==> src/rtl/core/erasm_pkg.sv <==
// Shared types and codes for the EoE fragment reassembler.
`timescale 1ns / 1ps
package erasm_pkg;

	// Input item kinds.
	localparam logic [1:0] KIND_HEADER = 2'd0;
	localparam logic [1:0] KIND_DATA   = 2'd1;
	localparam logic [1:0] KIND_CLEAR  = 2'd2;

	// Result event codes.
	localparam logic [2:0] EV_HEADER_OK = 3'd0;
	localparam logic [2:0] EV_STORED    = 3'd1;
	localparam logic [2:0] EV_SEQ_DROP  = 3'd2;
	localparam logic [2:0] EV_SIZE_DROP = 3'd3;
	localparam logic [2:0] EV_DISCARD   = 3'd4;
	localparam logic [2:0] EV_CLEARED   = 3'd5;

	// Saturation value of the expected fragment number, one past the highest fragment index (63).
	localparam logic [6:0] FRAG_SAT = 7'd64;

	typedef struct packed {
		logic        assembling;
		logic [3:0]  cur_id;
		logic [6:0]  exp_frag;
		logic [10:0] byte_count;
		logic [10:0] pending;
		logic        taken;
		logic        completes;
	} state_t;

	typedef struct packed {
		logic [1:0]  kind;
		logic [3:0]  frame_id;
		logic [5:0]  frag_idx;
		logic        last;
		logic [10:0] frag_len;
		logic [7:0]  data;
	} item_t;

	typedef struct packed {
		logic [2:0]  ev;
		logic [7:0]  value;
		logic [10:0] offset;
		logic        done;
		logic [10:0] flen;
	} result_t;

endpackage

==> src/rtl/core/erasm_step.sv <==
// Next-state and result logic for one reassembler item.
`timescale 1ns / 1ps
module erasm_step #(
	parameter int MAX_FRAME_BYTES = 1514
) (
	input  erasm_pkg::item_t   item,
	input  erasm_pkg::state_t  cur,
	output erasm_pkg::state_t  nxt,
	output erasm_pkg::result_t res
);
	import erasm_pkg::*;

	localparam logic [11:0] MAX_SUM = 12'(MAX_FRAME_BYTES);

	always_comb begin
		logic        seq_ok;
		logic [10:0] base_count;
		logic [6:0]  base_exp;
		logic [11:0] sum;

		nxt = cur;
		res = '0;
		res.ev = EV_DISCARD;
		seq_ok = 1'b0;
		base_count = cur.byte_count;
		base_exp = cur.exp_frag;
		sum = '0;

		unique case (item.kind)
			KIND_HEADER: begin
				nxt.pending = item.frag_len;
				nxt.taken = 1'b0;
				nxt.completes = 1'b0;
				res.ev = EV_HEADER_OK;
				seq_ok = (item.frag_idx == 6'd0) ||
					(cur.assembling && (item.frame_id == cur.cur_id) &&
					({1'b0, item.frag_idx} == cur.exp_frag));
				// Fragment zero restarts the frame.
				if (item.frag_idx == 6'd0) begin
					base_count = '0;
					base_exp = '0;
					nxt.cur_id = item.frame_id;
					nxt.assembling = 1'b1;
					nxt.byte_count = '0;
				end
				nxt.exp_frag = base_exp;
				sum = {1'b0, base_count} + {1'b0, item.frag_len};
				if (!seq_ok) begin
					nxt.assembling = 1'b0;
					res.ev = EV_SEQ_DROP;
				end else if (sum > MAX_SUM) begin
					nxt.assembling = 1'b0;
					nxt.byte_count = '0;
					res.ev = EV_SIZE_DROP;
				end else begin
					nxt.taken = 1'b1;
					if (base_exp < FRAG_SAT) begin
						nxt.exp_frag = base_exp + 7'd1;
					end
					if (item.last) begin
						nxt.assembling = 1'b0;
						if (item.frag_len == 11'd0) begin
							res.done = 1'b1;
						end else begin
							nxt.completes = 1'b1;
						end
					end
				end
			end
			KIND_DATA: begin
				if (cur.pending != 11'd0) begin
					nxt.pending = cur.pending - 11'd1;
					if (cur.taken) begin
						res.ev = EV_STORED;
						res.value = item.data;
						res.offset = cur.byte_count;
						nxt.byte_count = cur.byte_count + 11'd1;
						if ((cur.pending == 11'd1) && cur.completes) begin
							res.done = 1'b1;
							nxt.completes = 1'b0;
							nxt.taken = 1'b0;
						end
					end
				end
			end
			KIND_CLEAR: begin
				nxt = '0;
				res.ev = EV_CLEARED;
			end
			default: begin
				res.ev = EV_DISCARD;
			end
		endcase
		res.flen = nxt.byte_count;
	end

endmodule

==> src/rtl/core/eoe_fragment_reassembler.sv <==
// Top level of the cut-through EoE fragment reassembler.
`timescale 1ns / 1ps
//
// Channel | Handshake           | Payload
// --------+---------------------+----------------------------------------------------
// input   | in_valid / in_ready | kind, frame_id, fragment_index, is_last_fragment,
//         |                     | fragment_length, data_byte
// output  | out_valid/out_ready | event_res, byte_value, byte_offset, frame_done,
//         |                     | frame_length
//
// Every item yields exactly one result; the block sustains one item per cycle while the output
// is not stalled. An accepted item is registered in the input stage, then its result and the
// updated reassembly state are registered together in the output stage.
// Reset clears the valid flags and the whole reassembly state; payload registers are not reset.
// When the output is stalled the input stage still takes one more item, then holds it,
// and in_ready drops until the result is taken.
module eoe_fragment_reassembler #(
	parameter int MAX_FRAME_BYTES = 1514
) (
	input  logic        clk,
	input  logic        arst_n,
	input  logic        in_valid,
	output logic        in_ready,
	input  logic [1:0]  kind,
	input  logic [3:0]  frame_id,
	input  logic [5:0]  fragment_index,
	input  logic        is_last_fragment,
	input  logic [10:0] fragment_length,
	input  logic [7:0]  data_byte,
	output logic        out_valid,
	input  logic        out_ready,
	output logic [2:0]  event_res,
	output logic [7:0]  byte_value,
	output logic [10:0] byte_offset,
	output logic        frame_done,
	output logic [10:0] frame_length
);
	import erasm_pkg::*;

	logic    valid_s1;
	item_t   item_s1;
	logic    adv_s1;
	state_t  state_q;
	state_t  state_nxt;
	result_t res_nxt;
	result_t res_q;
	logic    out_valid_q;

	// The input stage moves on whenever the output register is empty or being emptied.
	assign adv_s1 = valid_s1 && (!out_valid_q || out_ready);
	assign in_ready = !valid_s1 || adv_s1;

	always_ff @(posedge clk or negedge arst_n) begin
		if (!arst_n) begin
			valid_s1 <= 1'b0;
		end else if (in_ready) begin
			valid_s1 <= in_valid;
		end
	end

	always_ff @(posedge clk) begin
		if (in_valid && in_ready) begin
			item_s1.kind <= kind;
			item_s1.frame_id <= frame_id;
			item_s1.frag_idx <= fragment_index;
			item_s1.last <= is_last_fragment;
			item_s1.frag_len <= fragment_length;
			item_s1.data <= data_byte;
		end
	end

	erasm_step #(
		.MAX_FRAME_BYTES(MAX_FRAME_BYTES)
	) u_step (
		.item(item_s1),
		.cur (state_q),
		.nxt (state_nxt),
		.res (res_nxt)
	);

	// The reassembly state commits in the same cycle as the result, so the next item
	// in the input stage already sees it.
	always_ff @(posedge clk or negedge arst_n) begin
		if (!arst_n) begin
			state_q <= '0;
			out_valid_q <= 1'b0;
		end else begin
			if (adv_s1) begin
				state_q <= state_nxt;
				out_valid_q <= 1'b1;
			end else if (out_ready) begin
				out_valid_q <= 1'b0;
			end
		end
	end

	always_ff @(posedge clk) begin
		if (adv_s1) begin
			res_q <= res_nxt;
		end
	end

	assign out_valid = out_valid_q;
	assign event_res = res_q.ev;
	assign byte_value = res_q.value;
	assign byte_offset = res_q.offset;
	assign frame_done = res_q.done;
	assign frame_length = res_q.flen;

`ifndef NO_ASSERTIONS
	// A stored byte always lands inside the maximum frame.
	a_offset_in_frame: assert property (@(posedge clk) disable iff (!arst_n)
		(out_valid && (event_res == EV_STORED)) |-> (byte_offset < 11'(MAX_FRAME_BYTES)))
		else $error("stored byte offset beyond maximum frame size");

	// Completion is only flagged on an accepted header or a stored byte.
	a_done_event: assert property (@(posedge clk) disable iff (!arst_n)
		(out_valid && frame_done) |->
		((event_res == EV_HEADER_OK) || (event_res == EV_STORED)))
		else $error("frame completion on an unexpected event");

	// The expected fragment number never passes its saturation point.
	a_exp_sat: assert property (@(posedge clk) disable iff (!arst_n)
		state_q.exp_frag <= FRAG_SAT)
		else $error("expected fragment number past saturation");

	// A clear leaves an empty frame and never completes one.
	a_clear_empty: assert property (@(posedge clk) disable iff (!arst_n)
		(out_valid && (event_res == EV_CLEARED)) |->
		((frame_length == 11'd0) && !frame_done))
		else $error("clear result carries frame state");
`endif

endmodule
==> config.mk <==
export PLATFORM = sky130hd
export DESIGN_NAME = eoe_fragment_reassembler
export DESIGN_NICKNAME = d
export VERILOG_FILES = /design/src/rtl/core/erasm_pkg.sv /design/src/rtl/core/erasm_step.sv /design/src/rtl/core/eoe_fragment_reassembler.sv
export SDC_FILE = /design/constraint.sdc
export NUM_CORES = 1
export LEC_CHECK = 0
export ABC_CLOCK_PERIOD_IN_PS = 4400
export BUFFER_PORTS_ARGS = -buffer_cell sky130_fd_sc_hd__clkbuf_2
export CAP_MARGIN = 15
export CORE_MARGIN = 4
export CORE_UTILIZATION = 52
export CTS_CLUSTER_DIAMETER = 120
export DETAILED_ROUTE_END_ITERATION = 8
export PLACE_DENSITY = 0.75
export SLEW_MARGIN = 20
export SYNTH_ARGS = -nofsm -noshare
export SYNTH_HDL_FRONTEND = slang
export SYNTH_SLANG_ARGS = --single-unit
export TNS_END_PERCENT = 10
==> constraint.sdc <==
create_clock -name clk -period 4.4 [get_ports clk]
set_clock_uncertainty 0.2 [all_clocks]
set_input_delay 0.44 -clock clk [delete_from_list [all_inputs] [get_ports clk]]
set_output_delay 0.44 -clock clk [all_outputs]
set_load 0.01 [all_outputs]
# After elaboration in Yosys (flattened, before gate mapping)
# Cells that the tools add are included.
# totals
input_bits	36
reg_bits	104
wordCells	94
# op_classes
mux	35
n_eq_ne	10
n_lt_le_gt_ge	2
reduce_logical	23
addsub	4
# ops
op	count
$pmux 24 s3	1
$mux 23	2
$mux 11	4
$mux 7	4
$mux 24	1
$pmux 12 s2	1
$mux 18	1
$add 11x11->12	1
$gt 12x11->1 const B	1
$mux 1	12
$reduce_and 3->1	4
$add 11x1->11 const B	1
$eq 11x1->1 const B	1
$logic_not 11->1	1
$reduce_bool 11->1	1
$sub 11x1->11 const B	1
$mux 2	5
$pmux 3 s3	1
$add 7x1->7 const B	1
$eq 6x7->1	1
$lt 7x7->1 const B	1
$logic_not 6->1	1
$ne 2x1->1 const B	3
$logic_and 1x1->1	5
other kinds (15)	19

# Longest topological paths before layout
# Gate-level depths: netlist of the first run.
# depth
ltp_word	8
mapped_depth	16

# Hierarchy
# Synthesis of the first run repeated with hierarchy kept, for this count alone.
# hier_totals
cells_unflattened	538
hier_area_um2	6095.8
# modules_own_cells
mod	seq_area_each_um2	cells_per_inst	instances	area_per_inst_um2
eoe_fragment_reassembler	2932.8	150	1	3535.9
erasm_step	0.0	388	1	2560.0

# Least setup slack after synthesis of the first run
# Ideal clock, no wire load.
# synth_timing
path_type	register to register
start	register item_s1[20] in the netlist's numbering
end	register res_q (netlist bit frame_length[0]) (data pin)
path_slack_ns	-0.112
n_path_buf	2
stages_incl_launch_ff	17
arrival_time_ns	4.054
cell_sequence	edfxtp_1 -> or4_4 -> nor2_2 -> clkbuf_1 -> nor2_1 -> ha_1 -> fa_1 -> a21oi_1 -> o21ai_0 -> a32oi_1 -> o221ai_1 -> nor4b_1 -> and4_1 -> o31ai_2 -> and3_4 -> buf_6 -> a211o_1
# synth_rtl
element	line	text
from (decl)	eoe_fragment_reassembler.sv:41	item_t item_s1;
to (signal assigned)	eoe_fragment_reassembler.sv:99	res_q <= res_nxt;
to (decl)	eoe_fragment_reassembler.sv:46	result_t res_q;

==> results.yml, run 1 <==
layout:
  final_net_count: 652
  final_layout_size_suffix_gt1_share_pct: 20.33
  antenna_cells: 0
  final_cell_count_no_fill: 746
  post_layout_util_pct: 61.05
  layout.cell_area.non_filler_um2: 6302
  area.growth.synth_to_final_pct: 14.45
yosys:
  syn_area_per_cell_um2: 10.29
  post_synth_num_cell_types: 67
  simple_logic_cell_fraction_of_the_synthesized_area_pct: 18.79
  fraction_of_registers_with_async_set_reset_pct: 36.54
  ys_ff_latch: 104
  syn_area_um2: 5507
  yosysWarnings: 0
  synthesized_area_fraction_occupied_by_ao_oa_aoi_and_oai_cells_pct: 17.97
  synth_adder_area_share_pct: 2.818
  largest_family_of_logic_cells_by_synthesized_area: "simple AND/OR/NAND/NOR gates"
  post_synthesis_sequential_area_ratio_pct: 53.26
  synthFlopType: "sky130_fd_sc_hd__edfxtp_1"
  synthesis.instances: 535
  synthXorXnorAreaFrac_pct: 3.181
  synth_enable_flop_cells: 66
  muxShareOfSynthArea_pct: 0.5453
  mappedNetlistNets: 582
setup_path:
  cpPeakStageDelay_ps: 570
  crit_path_cell_trace: "or4_4 -> nor2_4 -> nor2_1 -> ha_1 -> fa_2 -> o22ai_2 -> o21ai_1 -> buf_4 -> a211oi_2 -> o41ai_2 -> xor2_1 -> o311a_1 -> o31ai_2 -> and3_4 -> a221o_1"
  crit_slowest_cell: "sky130_fd_sc_hd__or4_4"
  critical_path_peak_fanout: 11
  critical_path.endpoint_type: "register"
  worstPathArrival_ps: 4200
  critPathLaunchType: "register"
  worst-setup-path-type: "reg -> reg"
  required_ps: 4320
worst_hold_path:
  min-delay-path-class: "in -> async"
power_and_ir_drop:
  p_leak_uw: 0.002559
  pwr_density_cell_nw_per_um2: 415.1
  max-vdd-ir-drop_mv: 0.2116
clocking:
  clock_root_buffer_master: "sky130_fd_sc_hd__clkbuf_8"
  post_cts_resized: 1
  cts_buffers: 9
  cts_num_sinks: 104
  cts_hold_buf: 0
  clk_pin_slew_worst_paths_ps: 110
  clk_latency_ps: 380
  cts-root-to-sink-buffers: 2
  cts.repair_timing.setup_buffer_count: 0
  h-tree-depth: 3
  tritoncts: "yes"
timing:
  grt_setup_unrepaired: "false"
  finalHoldWorstSlack_ps: -16.96
  final.period_utilization_pct: 97.23
  setup-tns-final_ps: 0
  timing_worst_slew_pin_value_ps: 925.0
  finalSetupViolations: 0
  report.final.hold_viol_count: 8
  fmax_mhz: 233.8
  timing.slew.headroom_pct: 38.33
  slew_violations: 0
  layout_min_cycle_time_ps: 4278
placed_design:
  detailed_place_hpwl_um: 9419
  placed_cell_count: 730
  globalplace.congestion: 1.015
  portBuffers: 71
  placed_cell_area_um2: 6031
drt:
  route.detailed.drc: 0
  dr.first_iter.drc_count: 460
  vias: 4536
  drt-vias-per-instance: 6.080
  drt-wirelength-per-cell_um: 17.75
  detail_route.first_pass.iterations: 6
  detail-route-antenna-nets: 0
  postRouteWirelength_um: 13240
global_route:
  grt_pass1_wl_um: 21650
  global_route.overflow_total: 0
  number_of_global_route_vias_before_repair: 4311
  initial_antenna_violation_count: 0
  maximum_number_of_pins_on_one_net_before_global_route_repair: 39
  total_global_route_track_usage_pct: 21.54
run_status:
  result_of_the_run: "finished, violations left"
  violated_checks: "negative hold slack"
die:
  die_height_um: 110.9
  io_pins: 72
  coreArea_um2: 10320
  chipWidth_um: 110.9
  area_enclosed_by_the_die_boundary_um2: 12300
  initial_core_util_pct: 53.34
  row_count: 37
job:
  maxCapViolCount: 0
[synth_stat cells (3+ instances only)]
| master | number | area share, % |
|---|---|---|
| sky130_fd_sc_hd__a211o_1 | 9 | 1.4 |
| sky130_fd_sc_hd__a211oi_1 | 5 | 0.68 |
| sky130_fd_sc_hd__a21o_1 | 3 | 0.41 |
| sky130_fd_sc_hd__a21oi_1 | 31 | 2.8 |
| sky130_fd_sc_hd__a22oi_1 | 10 | 1.4 |
| sky130_fd_sc_hd__a31oi_1 | 5 | 0.57 |
| sky130_fd_sc_hd__a32oi_1 | 4 | 0.64 |
| sky130_fd_sc_hd__and2_1 | 12 | 1.4 |
| sky130_fd_sc_hd__and3_1 | 9 | 1.0 |
| sky130_fd_sc_hd__buf_2 | 7 | 0.64 |
| sky130_fd_sc_hd__clkbuf_1 | 20 | 1.4 |
| sky130_fd_sc_hd__dfrtp_1 | 38 | 17 |
| sky130_fd_sc_hd__edfxtp_1 | 66 | 36 |
| sky130_fd_sc_hd__ha_1 | 10 | 2.3 |
| sky130_fd_sc_hd__inv_1 | 16 | 1.1 |
| sky130_fd_sc_hd__mux2i_1 | 3 | 0.55 |
| sky130_fd_sc_hd__nand2_1 | 41 | 2.8 |
| sky130_fd_sc_hd__nand2b_1 | 7 | 0.80 |
| sky130_fd_sc_hd__nand3_1 | 12 | 1.1 |
| sky130_fd_sc_hd__nand4_1 | 5 | 0.57 |
| sky130_fd_sc_hd__nor2_1 | 50 | 3.4 |
| sky130_fd_sc_hd__nor2b_1 | 3 | 0.34 |
| sky130_fd_sc_hd__nor3_1 | 27 | 2.5 |
| sky130_fd_sc_hd__nor3b_1 | 3 | 0.41 |
| sky130_fd_sc_hd__nor4_1 | 14 | 1.6 |
| sky130_fd_sc_hd__o211ai_1 | 6 | 0.82 |
| sky130_fd_sc_hd__o21ai_0 | 45 | 4.1 |
| sky130_fd_sc_hd__o22ai_1 | 5 | 0.57 |
| sky130_fd_sc_hd__or3_1 | 4 | 0.45 |
| sky130_fd_sc_hd__xnor2_1 | 13 | 2.1 |
| sky130_fd_sc_hd__xor2_1 | 7 | 1.1 |
[worst max-delay path: cells and delay by family, from the launching register on]
| family | cells | cell delay, ps |
|---|---|---|
| AOI/OAI and AO/OA | 7 | 1400 |
| and+or+nand+nor | 4 | 1040 |
| adders and majority gates | 2 | 610 |
| DFF | 1 | 400 |
| xor gates and xnor gates | 1 | 210 |
| buffers and inverters | 1 | 170 |
[logic make-up after synthesis]
| logic type | Yosys count |
|---|---|
| compound gates | 149 |
| xor+xnor | 20 |
| fa+ha+maj | 12 |
| buf+inv | 46 |
| flops | 104 |
| mux | 3 |
| simple gates | 201 |
[cell usage in the layout, fill, tap and decap left out, types with 5 or more instances in the layout]
master | synthesis | final
sky130_fd_sc_hd__and2_1 | 12 | 12
sky130_fd_sc_hd__nand2b_1 | 7 | 7
sky130_fd_sc_hd__dfrtp_1 | 38 | 38
sky130_fd_sc_hd__edfxtp_1 | 66 | 66
sky130_fd_sc_hd__clkbuf_8 | 0 | 9
sky130_fd_sc_hd__o21ai_0 | 45 | 44
sky130_fd_sc_hd__a22oi_1 | 10 | 10
sky130_fd_sc_hd__nor4_1 | 14 | 13
sky130_fd_sc_hd__a211o_1 | 9 | 9
sky130_fd_sc_hd__ha_1 | 10 | 10
sky130_fd_sc_hd__clkbuf_2 | 0 | 70
sky130_fd_sc_hd__and3_1 | 9 | 9
sky130_fd_sc_hd__nand2_1 | 41 | 41
sky130_fd_sc_hd__nand3_1 | 12 | 12
sky130_fd_sc_hd__nor2_1 | 50 | 50
sky130_fd_sc_hd__nand4_1 | 5 | 5
sky130_fd_sc_hd__inv_1 | 16 | 16
sky130_fd_sc_hd__buf_4 | 0 | 16
sky130_fd_sc_hd__xnor2_1 | 13 | 13
sky130_fd_sc_hd__o211ai_1 | 6 | 6
sky130_fd_sc_hd__nor3_1 | 27 | 27
sky130_fd_sc_hd__xor2_1 | 7 | 7
sky130_fd_sc_hd__a21oi_1 | 31 | 30
[final timing paths]
check / to / startpoint / slack, ps / cells after the start
max in group asynchronous: state_q[27] / arst_n / 3420 / 1
max: frame_length[1] / item_s1[20] / 120 / 15
max reg2reg: frame_length[1] / item_s1[20] / 120 / 15
min in group clk: item_s1[19] / is_last_fragment / 30 / 1
min: state_q[3] / arst_n / -20 / 1
min reg2reg: out_valid / valid_s1 / 300 / 1
[registers in the layout (all words and copies together) (netlist names)]
register	count
out_valid	1
valid_s1	1
frame_length	11
state_q	36
frame_done	1
item_s1	32
byte_value	8
byte_offset	11
event_res	3
[metal layers]
layer / vias to the layer above / track usage (%) / routed length, um
met2: 224 / 35.36 / 6316
met5: - / 0 / 0
li1: 2148 / - / -
met1: 2123 / 28.39 / 5511
met3: 41 / 3.221 / 1000
met4: 0 / 9.524 / 411
[metrics by stage]
| step | hold slack, ps | power [uW] | setup slack (ps) |
|---|---|---|---|
| 2_1_floorplan | -55.59 | 1757 | 57.52 |
| 3_3_place_gp | 268.3 | 1933 | 165.7 |
| 3_5_place_dp | 278.0 | 1955 | -12.15 |
| 4_1_cts | 16.61 | 2598 | 69.25 |
| 5_1_grt | 9.744 | 2759 | 23.02 |
| 6_report | -16.96 | 2616 | 122.0 |
[power breakdown]
| group | switching, uW | internal (uW) |
|---|---|---|
| logic | 407 | 280 |
| clock network | 362 | 281 |
| registers | 128 | 1160 |
[area by class of cell]
class / count / area (um^2)
fillers: 834 / 4021
flip-flops and latches: 104 / 2933
multi-input cells: 385 / 2434
repair buffers: 87 / 475.5
well taps: 136 / 170.2
clock buffers: 9 / 123.9
clock inverters: 7 / 98.84
inverters: 18 / 67.56
Note: power is estimated with default switching activity, not from simulation.
==> run 2: changes to the inputs <==
--- a/config.mk
+++ b/config.mk
@@ -9,10 +9,12 @@
 export BUFFER_PORTS_ARGS = -buffer_cell sky130_fd_sc_hd__clkbuf_2
 export CAP_MARGIN = 15
 export CORE_MARGIN = 4
-export CORE_UTILIZATION = 52
+export CORE_UTILIZATION = 54
+export CTS_BUF_LIST = sky130_fd_sc_hd__clkbuf_2
 export CTS_CLUSTER_DIAMETER = 120
 export DETAILED_ROUTE_END_ITERATION = 8
-export PLACE_DENSITY = 0.75
+export PLACE_DENSITY = 0.77
+export SETUP_SLACK_MARGIN = 0.3
 export SLEW_MARGIN = 20
 export SYNTH_ARGS = -nofsm -noshare
 export SYNTH_HDL_FRONTEND = slang
==> run 2 against run 1 <==
Against the previous run:
- the flow now finishes without violations
- final cell count up 4.3%
- via count grew 6.2%
- flip-flop and latch count stayed put
- hold slack better by 290 ps
- global-route usage rose by 2.7 points
- combinational power rose by 8.6%
- utilization is 6.1 points higher
- worst setup slack improved by 90 ps
- register-to-register slack gained 90 ps
- largest power group unchanged
==> results.yml, run 2 (synthesis results as in run 1) <==
run_status:
  result_of_the_run: "finished, final reports clean"
drt:
  route.detailed.drc: 0
  drt-wirelength-per-cell_um: 18.42
  detail_route.first_pass.iterations: 5
  dr.first_iter.drc_count: 469
  drt-vias-per-instance: 6.194
  detail-route-antenna-nets: 0
  postRouteWirelength_um: 14330
  vias: 4819
clocking:
  clock_root_buffer_master: "sky130_fd_sc_hd__clkbuf_2"
  tritoncts: "yes"
  clk_pin_slew_worst_paths_ps: 350
  cts-root-to-sink-buffers: 2
  clk_latency_ps: 590
  h-tree-depth: 3
  cts_num_sinks: 104
  cts_buffers: 9
global_route:
  total_global_route_track_usage_pct: 24.20
  number_of_global_route_vias_before_repair: 4664
  grt_pass1_wl_um: 22530
  maximum_number_of_pins_on_one_net_before_global_route_repair: 39
  initial_antenna_violation_count: 0
  global_route.overflow_total: 0
worst_hold_path:
  min-delay-path-class: "in -> async"
setup_path:
  critPathLaunchType: "register"
  worstPathArrival_ps: 4370
  critical_path.endpoint_type: "register"
  worst-setup-path-type: "reg -> reg"
  critical_path_peak_fanout: 5
  required_ps: 4580
placed_design:
  detailed_place_hpwl_um: 9360
  portBuffers: 71
  globalplace.congestion: 0.9126
layout:
  mostFrequentLayoutCells: "79 x sky130_fd_sc_hd__clkbuf_2, 66 x sky130_fd_sc_hd__edfxtp_1, 48 x sky130_fd_sc_hd__nor2_1, 44 x sky130_fd_sc_hd__o21ai_0, 41 x sky130_fd_sc_hd__nand2_1"
  largest_register_ff_count: 36
  antenna_cells: 0
  fill_cells: 779
  layout.cells.most_common: "sky130_fd_sc_hd__clkbuf_2"
  regMostFlops: "state_q"
  final_layout_size_suffix_gt1_share_pct: 20.00
  area.sequential_um2: 2933
  final_net_count: 687
  area.growth.synth_to_final_pct: 20.20
  multiInputGateArea_um2: 2496
  layout_top_registers: "state_q (36), item_s1 (32)"
power_and_ir_drop:
  finalPower_uw: 2503
  netSwitchingPower_uw: 931.4
  pwr_density_cell_nw_per_um2: 378.1
  p_int_uw: 1571
  max-vdd-ir-drop_mv: 0.2198
  clkPwrFrac_pct: 18.5
  p_leak_uw: 0.002680
  sw_frac_of_total_pct: 37.21
  p_seq_share_pct: 51.7
  combPwrFrac_pct: 29.8
timing:
  setup-tns-final_ps: 0
  timing_worst_slew_pin_value_ps: 961.5
  report.final.hold_viol_count: 0
  fmax_mhz: 238.8
  finalHoldWorstSlack_ps: 274.0
  finalSetupViolations: 0
  slew_violations: 0
  timing.slew.headroom_pct: 35.90
  layout_min_cycle_time_ps: 4188
  final.period_utilization_pct: 95.18
  grt_setup_unrepaired: "true"
die:
  row_count: 36
  area_enclosed_by_the_die_boundary_um2: 11880
  die_height_um: 109.0
  initial_core_util_pct: 55.82
  io_pins: 72
  coreArea_um2: 9864
  chipWidth_um: 109.0
job:
  maxCapViolCount: 0
## run 2: changes by cell type in the layout (fill, tap and decap cells not counted), moves of 3 or more
| cell | previous run | this run |
|---|---|---|
| sky130_fd_sc_hd__buf_4 | 16 | 13 |
| sky130_fd_sc_hd__clkbuf_2 | 70 | 79 |
| sky130_fd_sc_hd__clkbuf_8 | 9 | 0 |
| sky130_fd_sc_hd__dlygate4sd3_1 | 0 | 36 |
## run 2: power by group through the flow
stage,Sequential [uW],Combinational (uW),Clock (uW)
after global routing,1310,823,517
after global placement,1290,639,0
after CTS,1280,702,474
after floorplan,1260,510,0
after detailed placement,1300,655,0
final,1290,746,464
## run 2: cell type report
cell class	instances	share of cell area [%]
flip-flops and latches	104	44.31
multi-input cells	386	37.71
repair buffers	121	12.46
well taps	133	2.514
clock inverters	7	1.304
inverters	18	1.021
clock buffers	9	0.6805
## run 2: per-layer routing
layer / vias to the layer above / wire length (um) / GRT usage, %
met3: 44 / 966 / 3.375
met1: 2304 / 5609 / 30.18
met4: 0 / 461 / 10.91
met2: 250 / 7290 / 41.75
li1: 2221 / - / -
met5: - / 0 / 0
## run 2: critical path, stage by stage, from the launching register on
cell and delay [ps]:
sky130_fd_sc_hd__edfxtp_1 480, sky130_fd_sc_hd__or4_4 590, sky130_fd_sc_hd__nor2_4 150, sky130_fd_sc_hd__nor2_2 50, sky130_fd_sc_hd__ha_2 190, sky130_fd_sc_hd__fa_2 420, sky130_fd_sc_hd__a21oi_4 220, sky130_fd_sc_hd__o21ai_4 110
sky130_fd_sc_hd__a32oi_1 200, sky130_fd_sc_hd__o221ai_1 170, sky130_fd_sc_hd__nor4b_2 230, sky130_fd_sc_hd__and4_4 280, sky130_fd_sc_hd__o31ai_4 100, sky130_fd_sc_hd__and3_2 300, sky130_fd_sc_hd__a211o_1 310
## run 2: final timing paths
path                                    from         endpoint  slack [ps]  cells after the start
worst max register to register   item_s1[21]  frame_length[2]         210                     14
worst min-delay path                  arst_n      state_q[10]         270                      2
worst max-delay path             item_s1[21]  frame_length[2]         210                     14
max in group asynchronous             arst_n      state_q[29]        3090                      2
worst min register to register    item_s1[4]    byte_value[4]         340                      1
min in group clk                data_byte[6]       item_s1[6]         340                      2
## run 2: stage by stage
step                      std cells  setup WS [ps]  utilization [%]  instance area [um^2]
after global placement          718          178.8            60.68                  5986
after global routing            778          38.34            67.10                  6619
after detailed placement        718          71.03            60.68                  5986
after CTS                       777          251.0            66.46                  6556
after floorplan                 535          305.1                -                  5543
final                           778          212.1            67.10                  6619
## run 2: timing repair
| action | 4_1_cts | 5_1_grt |
|---|---|---|
| resized for setup | 5 | 10 |
| hold endpoints to repair | 72 | 0 |
| pin swaps | 3 | 4 |
| buffers inserted | 7 | 0 |
| hold buffers | 36 | 0 |
| cloned | 0 | 1 |
| endpoints found under the setup margin | 31 | 31 |
==> run 3: changes to the inputs <==
--- a/config.mk
+++ b/config.mk
@@ -9,14 +9,15 @@
 export BUFFER_PORTS_ARGS = -buffer_cell sky130_fd_sc_hd__clkbuf_2
 export CAP_MARGIN = 15
 export CORE_MARGIN = 4
-export CORE_UTILIZATION = 54
+export CORE_UTILIZATION = 55
 export CTS_BUF_LIST = sky130_fd_sc_hd__clkbuf_2
 export CTS_CLUSTER_DIAMETER = 120
 export DETAILED_ROUTE_END_ITERATION = 8
-export PLACE_DENSITY = 0.77
+export PLACE_DENSITY = 0.78
 export SETUP_SLACK_MARGIN = 0.3
 export SLEW_MARGIN = 20
 export SYNTH_ARGS = -nofsm -noshare
 export SYNTH_HDL_FRONTEND = slang
+export SYNTH_HIERARCHICAL = 1
 export SYNTH_SLANG_ARGS = --single-unit
 export TNS_END_PERCENT = 10
==> run 3 against run 2 <==
Against the previous run:
- sequential share of layout area fell by 3.8 points
- die area up 8.0%
- power fell by 14%
- utilization down 0.28 points
- flip-flop and latch count is the same
- non-clock buffer count grew 16
- first-iteration DRC count decreased by 19%
- synthesized cell count increased by 0.56%
- fmax fell by 3.4%
- largest cell class is now multi-input gates
- largest power group unchanged
==> results.yml, run 3 <==
drt:
  detail_route.first_pass.iterations: 6
  route.top_layer_used: "met4"
  detail-route-antenna-nets: 0
  drt-vias-per-instance: 6.070
  route.met3.wl_um: 869
  detail_route_met2_wl_um: 7095
  dr.first_iter.drc_count: 381
  vias: 4789
  postRouteWirelength_um: 14560
  drt-wirelength-per-cell_um: 18.46
  route.layer.met1.wl_um: 6230
  route.detailed.drc: 0
placed_design:
  globalplace.congestion: 0.9350
  placed_cell_area_um2: 6588
  portBuffers: 71
  dp_worst_setup_slack_ps: 7.552
  placed_cell_count: 726
  detailed_place_hpwl_um: 9672
layout:
  antenna_cells: 0
  final_cell_count_no_fill: 789
  post_layout_util_pct: 66.82
  regMostFlops: "state_q"
  final_layout_size_suffix_gt1_share_pct: 29.43
  largest_register_ff_count: 36
  layout.cells.most_common: "sky130_fd_sc_hd__clkbuf_2"
  area.growth.synth_to_final_pct: 18.82
  final_net_count: 692
  layout_top_registers: "state_q (36), item_s1 (32)"
  layout.cell_area.non_filler_um2: 7243
  mostFrequentLayoutCells: "82 x sky130_fd_sc_hd__clkbuf_2, 66 x sky130_fd_sc_hd__edfxtp_1, 38 x sky130_fd_sc_hd__dfrtp_1, 36 x sky130_fd_sc_hd__dlygate4sd3_1, 33 x sky130_fd_sc_hd__nand2_1"
yosys:
  synthTopCellsByArea: "sky130_fd_sc_hd__edfxtp_1 33%, sky130_fd_sc_hd__dfrtp_1 16%, sky130_fd_sc_hd__mux2_4 7.1%"
  yosys-top-cells-count: "66 x sky130_fd_sc_hd__edfxtp_1, 38 x sky130_fd_sc_hd__dfrtp_1, 35 x sky130_fd_sc_hd__nand2_1, 33 x sky130_fd_sc_hd__nor2_1, 29 x sky130_fd_sc_hd__mux2_4"
  synthDominantAreaCellType: "sky130_fd_sc_hd__edfxtp_1"
  mappedNetlistNets: 586
  fraction_of_registers_with_async_set_reset_pct: 36.54
  dominant_cell_by_count_in_the_synthesized_netlist: "sky130_fd_sc_hd__edfxtp_1"
  synth_enable_flop_cells: 66
  yosysWarnings: 6
  ys_ff_latch: 104
  yosys.area.top_type_share_pct: 32.51
  syn_area_um2: 6096
  synthFlopType: "sky130_fd_sc_hd__edfxtp_1"
  post_synthesis_sequential_area_ratio_pct: 48.11
  synthesis.instances: 538
  syn_area_per_cell_um2: 11.33
  post_synth_num_cell_types: 82
global_route:
  grt_pass1_wl_um: 23850
  total_global_route_track_usage_pct: 23.54
  maximum_number_of_pins_on_one_net_before_global_route_repair: 39
  initial_antenna_violation_count: 0
  global_route.overflow_total: 0
  number_of_global_route_vias_before_repair: 4760
clocking:
  clk_pin_slew_worst_paths_ps: 280
  cts_num_sinks: 104
  cts-root-to-sink-buffers: 2
  tritoncts: "yes"
  clock_root_buffer_master: "sky130_fd_sc_hd__clkbuf_2"
  h-tree-depth: 3
  clk_latency_ps: 630
  cts_buffers: 9
power_and_ir_drop:
  clkPwrFrac_pct: 20.5
  p_seq_share_pct: 57.2
  pwr_density_cell_nw_per_um2: 297.0
  p_int_uw: 1509
  combPwrFrac_pct: 22.3
  p_leak_uw: 0.003093
  max-vdd-ir-drop_mv: 0.2476
  netSwitchingPower_uw: 643.0
  sw_frac_of_total_pct: 29.89
setup_path:
  worstPathArrival_ps: 4670
  worst-path-buf-inv: 1
  cp_common_cell: "sky130_fd_sc_hd__nor4_4"
  worst-setup-path-type: "reg -> reg"
  critical_path_peak_fanout: 11
  required_ps: 4730
  crit_slowest_cell: "sky130_fd_sc_hd__edfxtp_1"
  critical_path.endpoint_type: "register"
  critPathLaunchType: "register"
  crit_path_cell_trace: "nor4_4 -> nand2_2 -> and2_4 -> ha_4 -> fa_2 -> maj3_2 -> a211o_1 -> a21boi_4 -> a2111oi_4 -> nor4_4 -> nor4_4 -> a21o_4 -> a211oi_4 -> buf_12 -> a22o_1 -> mux2_4"
  cpPeakStageDelay_ps: 480
  timing.critical_path.max_delay_family: "compound AO/OA/AOI/OAI gates"
timing:
  timing.slew.headroom_pct: 37.96
  final.period_utilization_pct: 98.54
  timing_worst_slew_pin_value_ps: 930.6
  smallest_setup_slack_after_layout_ps: 64.07
  grt_setup_unrepaired: "true"
  finalSetupViolations: 0
  layout_min_cycle_time_ps: 4336
  report.final.hold_viol_count: 0
  fmax_mhz: 230.6
  slew_violations: 0
die:
  die_height_um: 113.3
  chipWidth_um: 113.3
  io_pins: 72
  initial_core_util_pct: 56.23
  row_count: 38
  coreArea_um2: 10840
  area_enclosed_by_the_die_boundary_um2: 12830
worst_hold_path:
  min-delay-path-class: "in -> async"
run_status:
  result_of_the_run: "finished, final reports clean"
job:
  maxCapViolCount: 0
[run 3: kinds of logic (layout without fill, tap and decap cells)]
logic type | count (synthesis) | count (layout) | share of synthesized area [%]
DFF | 104 | 104 | 48.11
xor gates and xnor gates | 30 | 30 | 4.310
muxes | 41 | 41 | 9.257
AOI/OAI and AO/OA | 115 | 115 | 14.70
and+or+nand+nor | 176 | 176 | 15.85
adders and majority gates | 14 | 14 | 2.956
buffers and inverters | 58 | 169 | 4.823
[run 3: cell type report]
type / instances / area [um^2]
multi-input cells: 376 / 2997
inverters: 16 / 60.06
clock buffers: 12 / 60.06
flip-flops and latches: 104 / 2933
repair buffers: 137 / 972.2
fillers: 845 / 3597
well taps: 140 / 175.2
clock inverters: 4 / 46.29
[run 3: metal layers]
| metal | vias up | track usage (%) |
|---|---|---|
| li1 | 2219 | - |
| met1 | 2348 | 30.34 |
| met2 | 191 | 39.57 |
| met3 | 31 | 3.690 |
| met4 | 0 | 10.02 |
| met5 | - | 0 |
[run 3: per-stage QoR]
step                      power [uW]  setup TNS (ps)  hold WS [ps]
after global placement          1665               0         300.0
after floorplan                 1553           -6468        -55.59
after detailed placement        1685               0         306.9
final                           2152               0         234.4
after CTS                       2151               0         254.2
after global routing            2275          -260.1         248.1
[run 3: path summary, 6_finish.rpt]
kind / cells past startpoint / startpoint / endpoint / slack (ps)
setup / recovery: 16 / item_s1[21] / state_q[22] / 60
hold / removal: 2 / arst_n / state_q[12] / 230
setup reg to reg: 16 / item_s1[21] / state_q[22] / 60
hold reg to reg: 1 / item_s1[1] / byte_value[1] / 360
max in group asynchronous: 2 / arst_n / state_q[6] / 3140
min in group clk: 2 / fragment_length[8] / item_s1[16] / 310
[run 3: timing repair]
item / 4_1_cts / 5_1_grt
pin swaps: 5 / 14
hold buffers: 36 / 0
resized for setup: 10 / 12
setup endpoints to repair: 34 / 35
hold endpoints to repair: 72 / 0
buffers inserted: 7 / 4
[run 3: power groups by stage]
stage          Combinational [uW]  Clock (uW)  Sequential, uW
2_1_floorplan                 327           0            1230
3_3_place_gp                  420           0            1250
3_5_place_dp                  436           0            1250
4_1_cts                       468         453            1230
5_1_grt                       528         499            1250
6_report                      479         441            1230
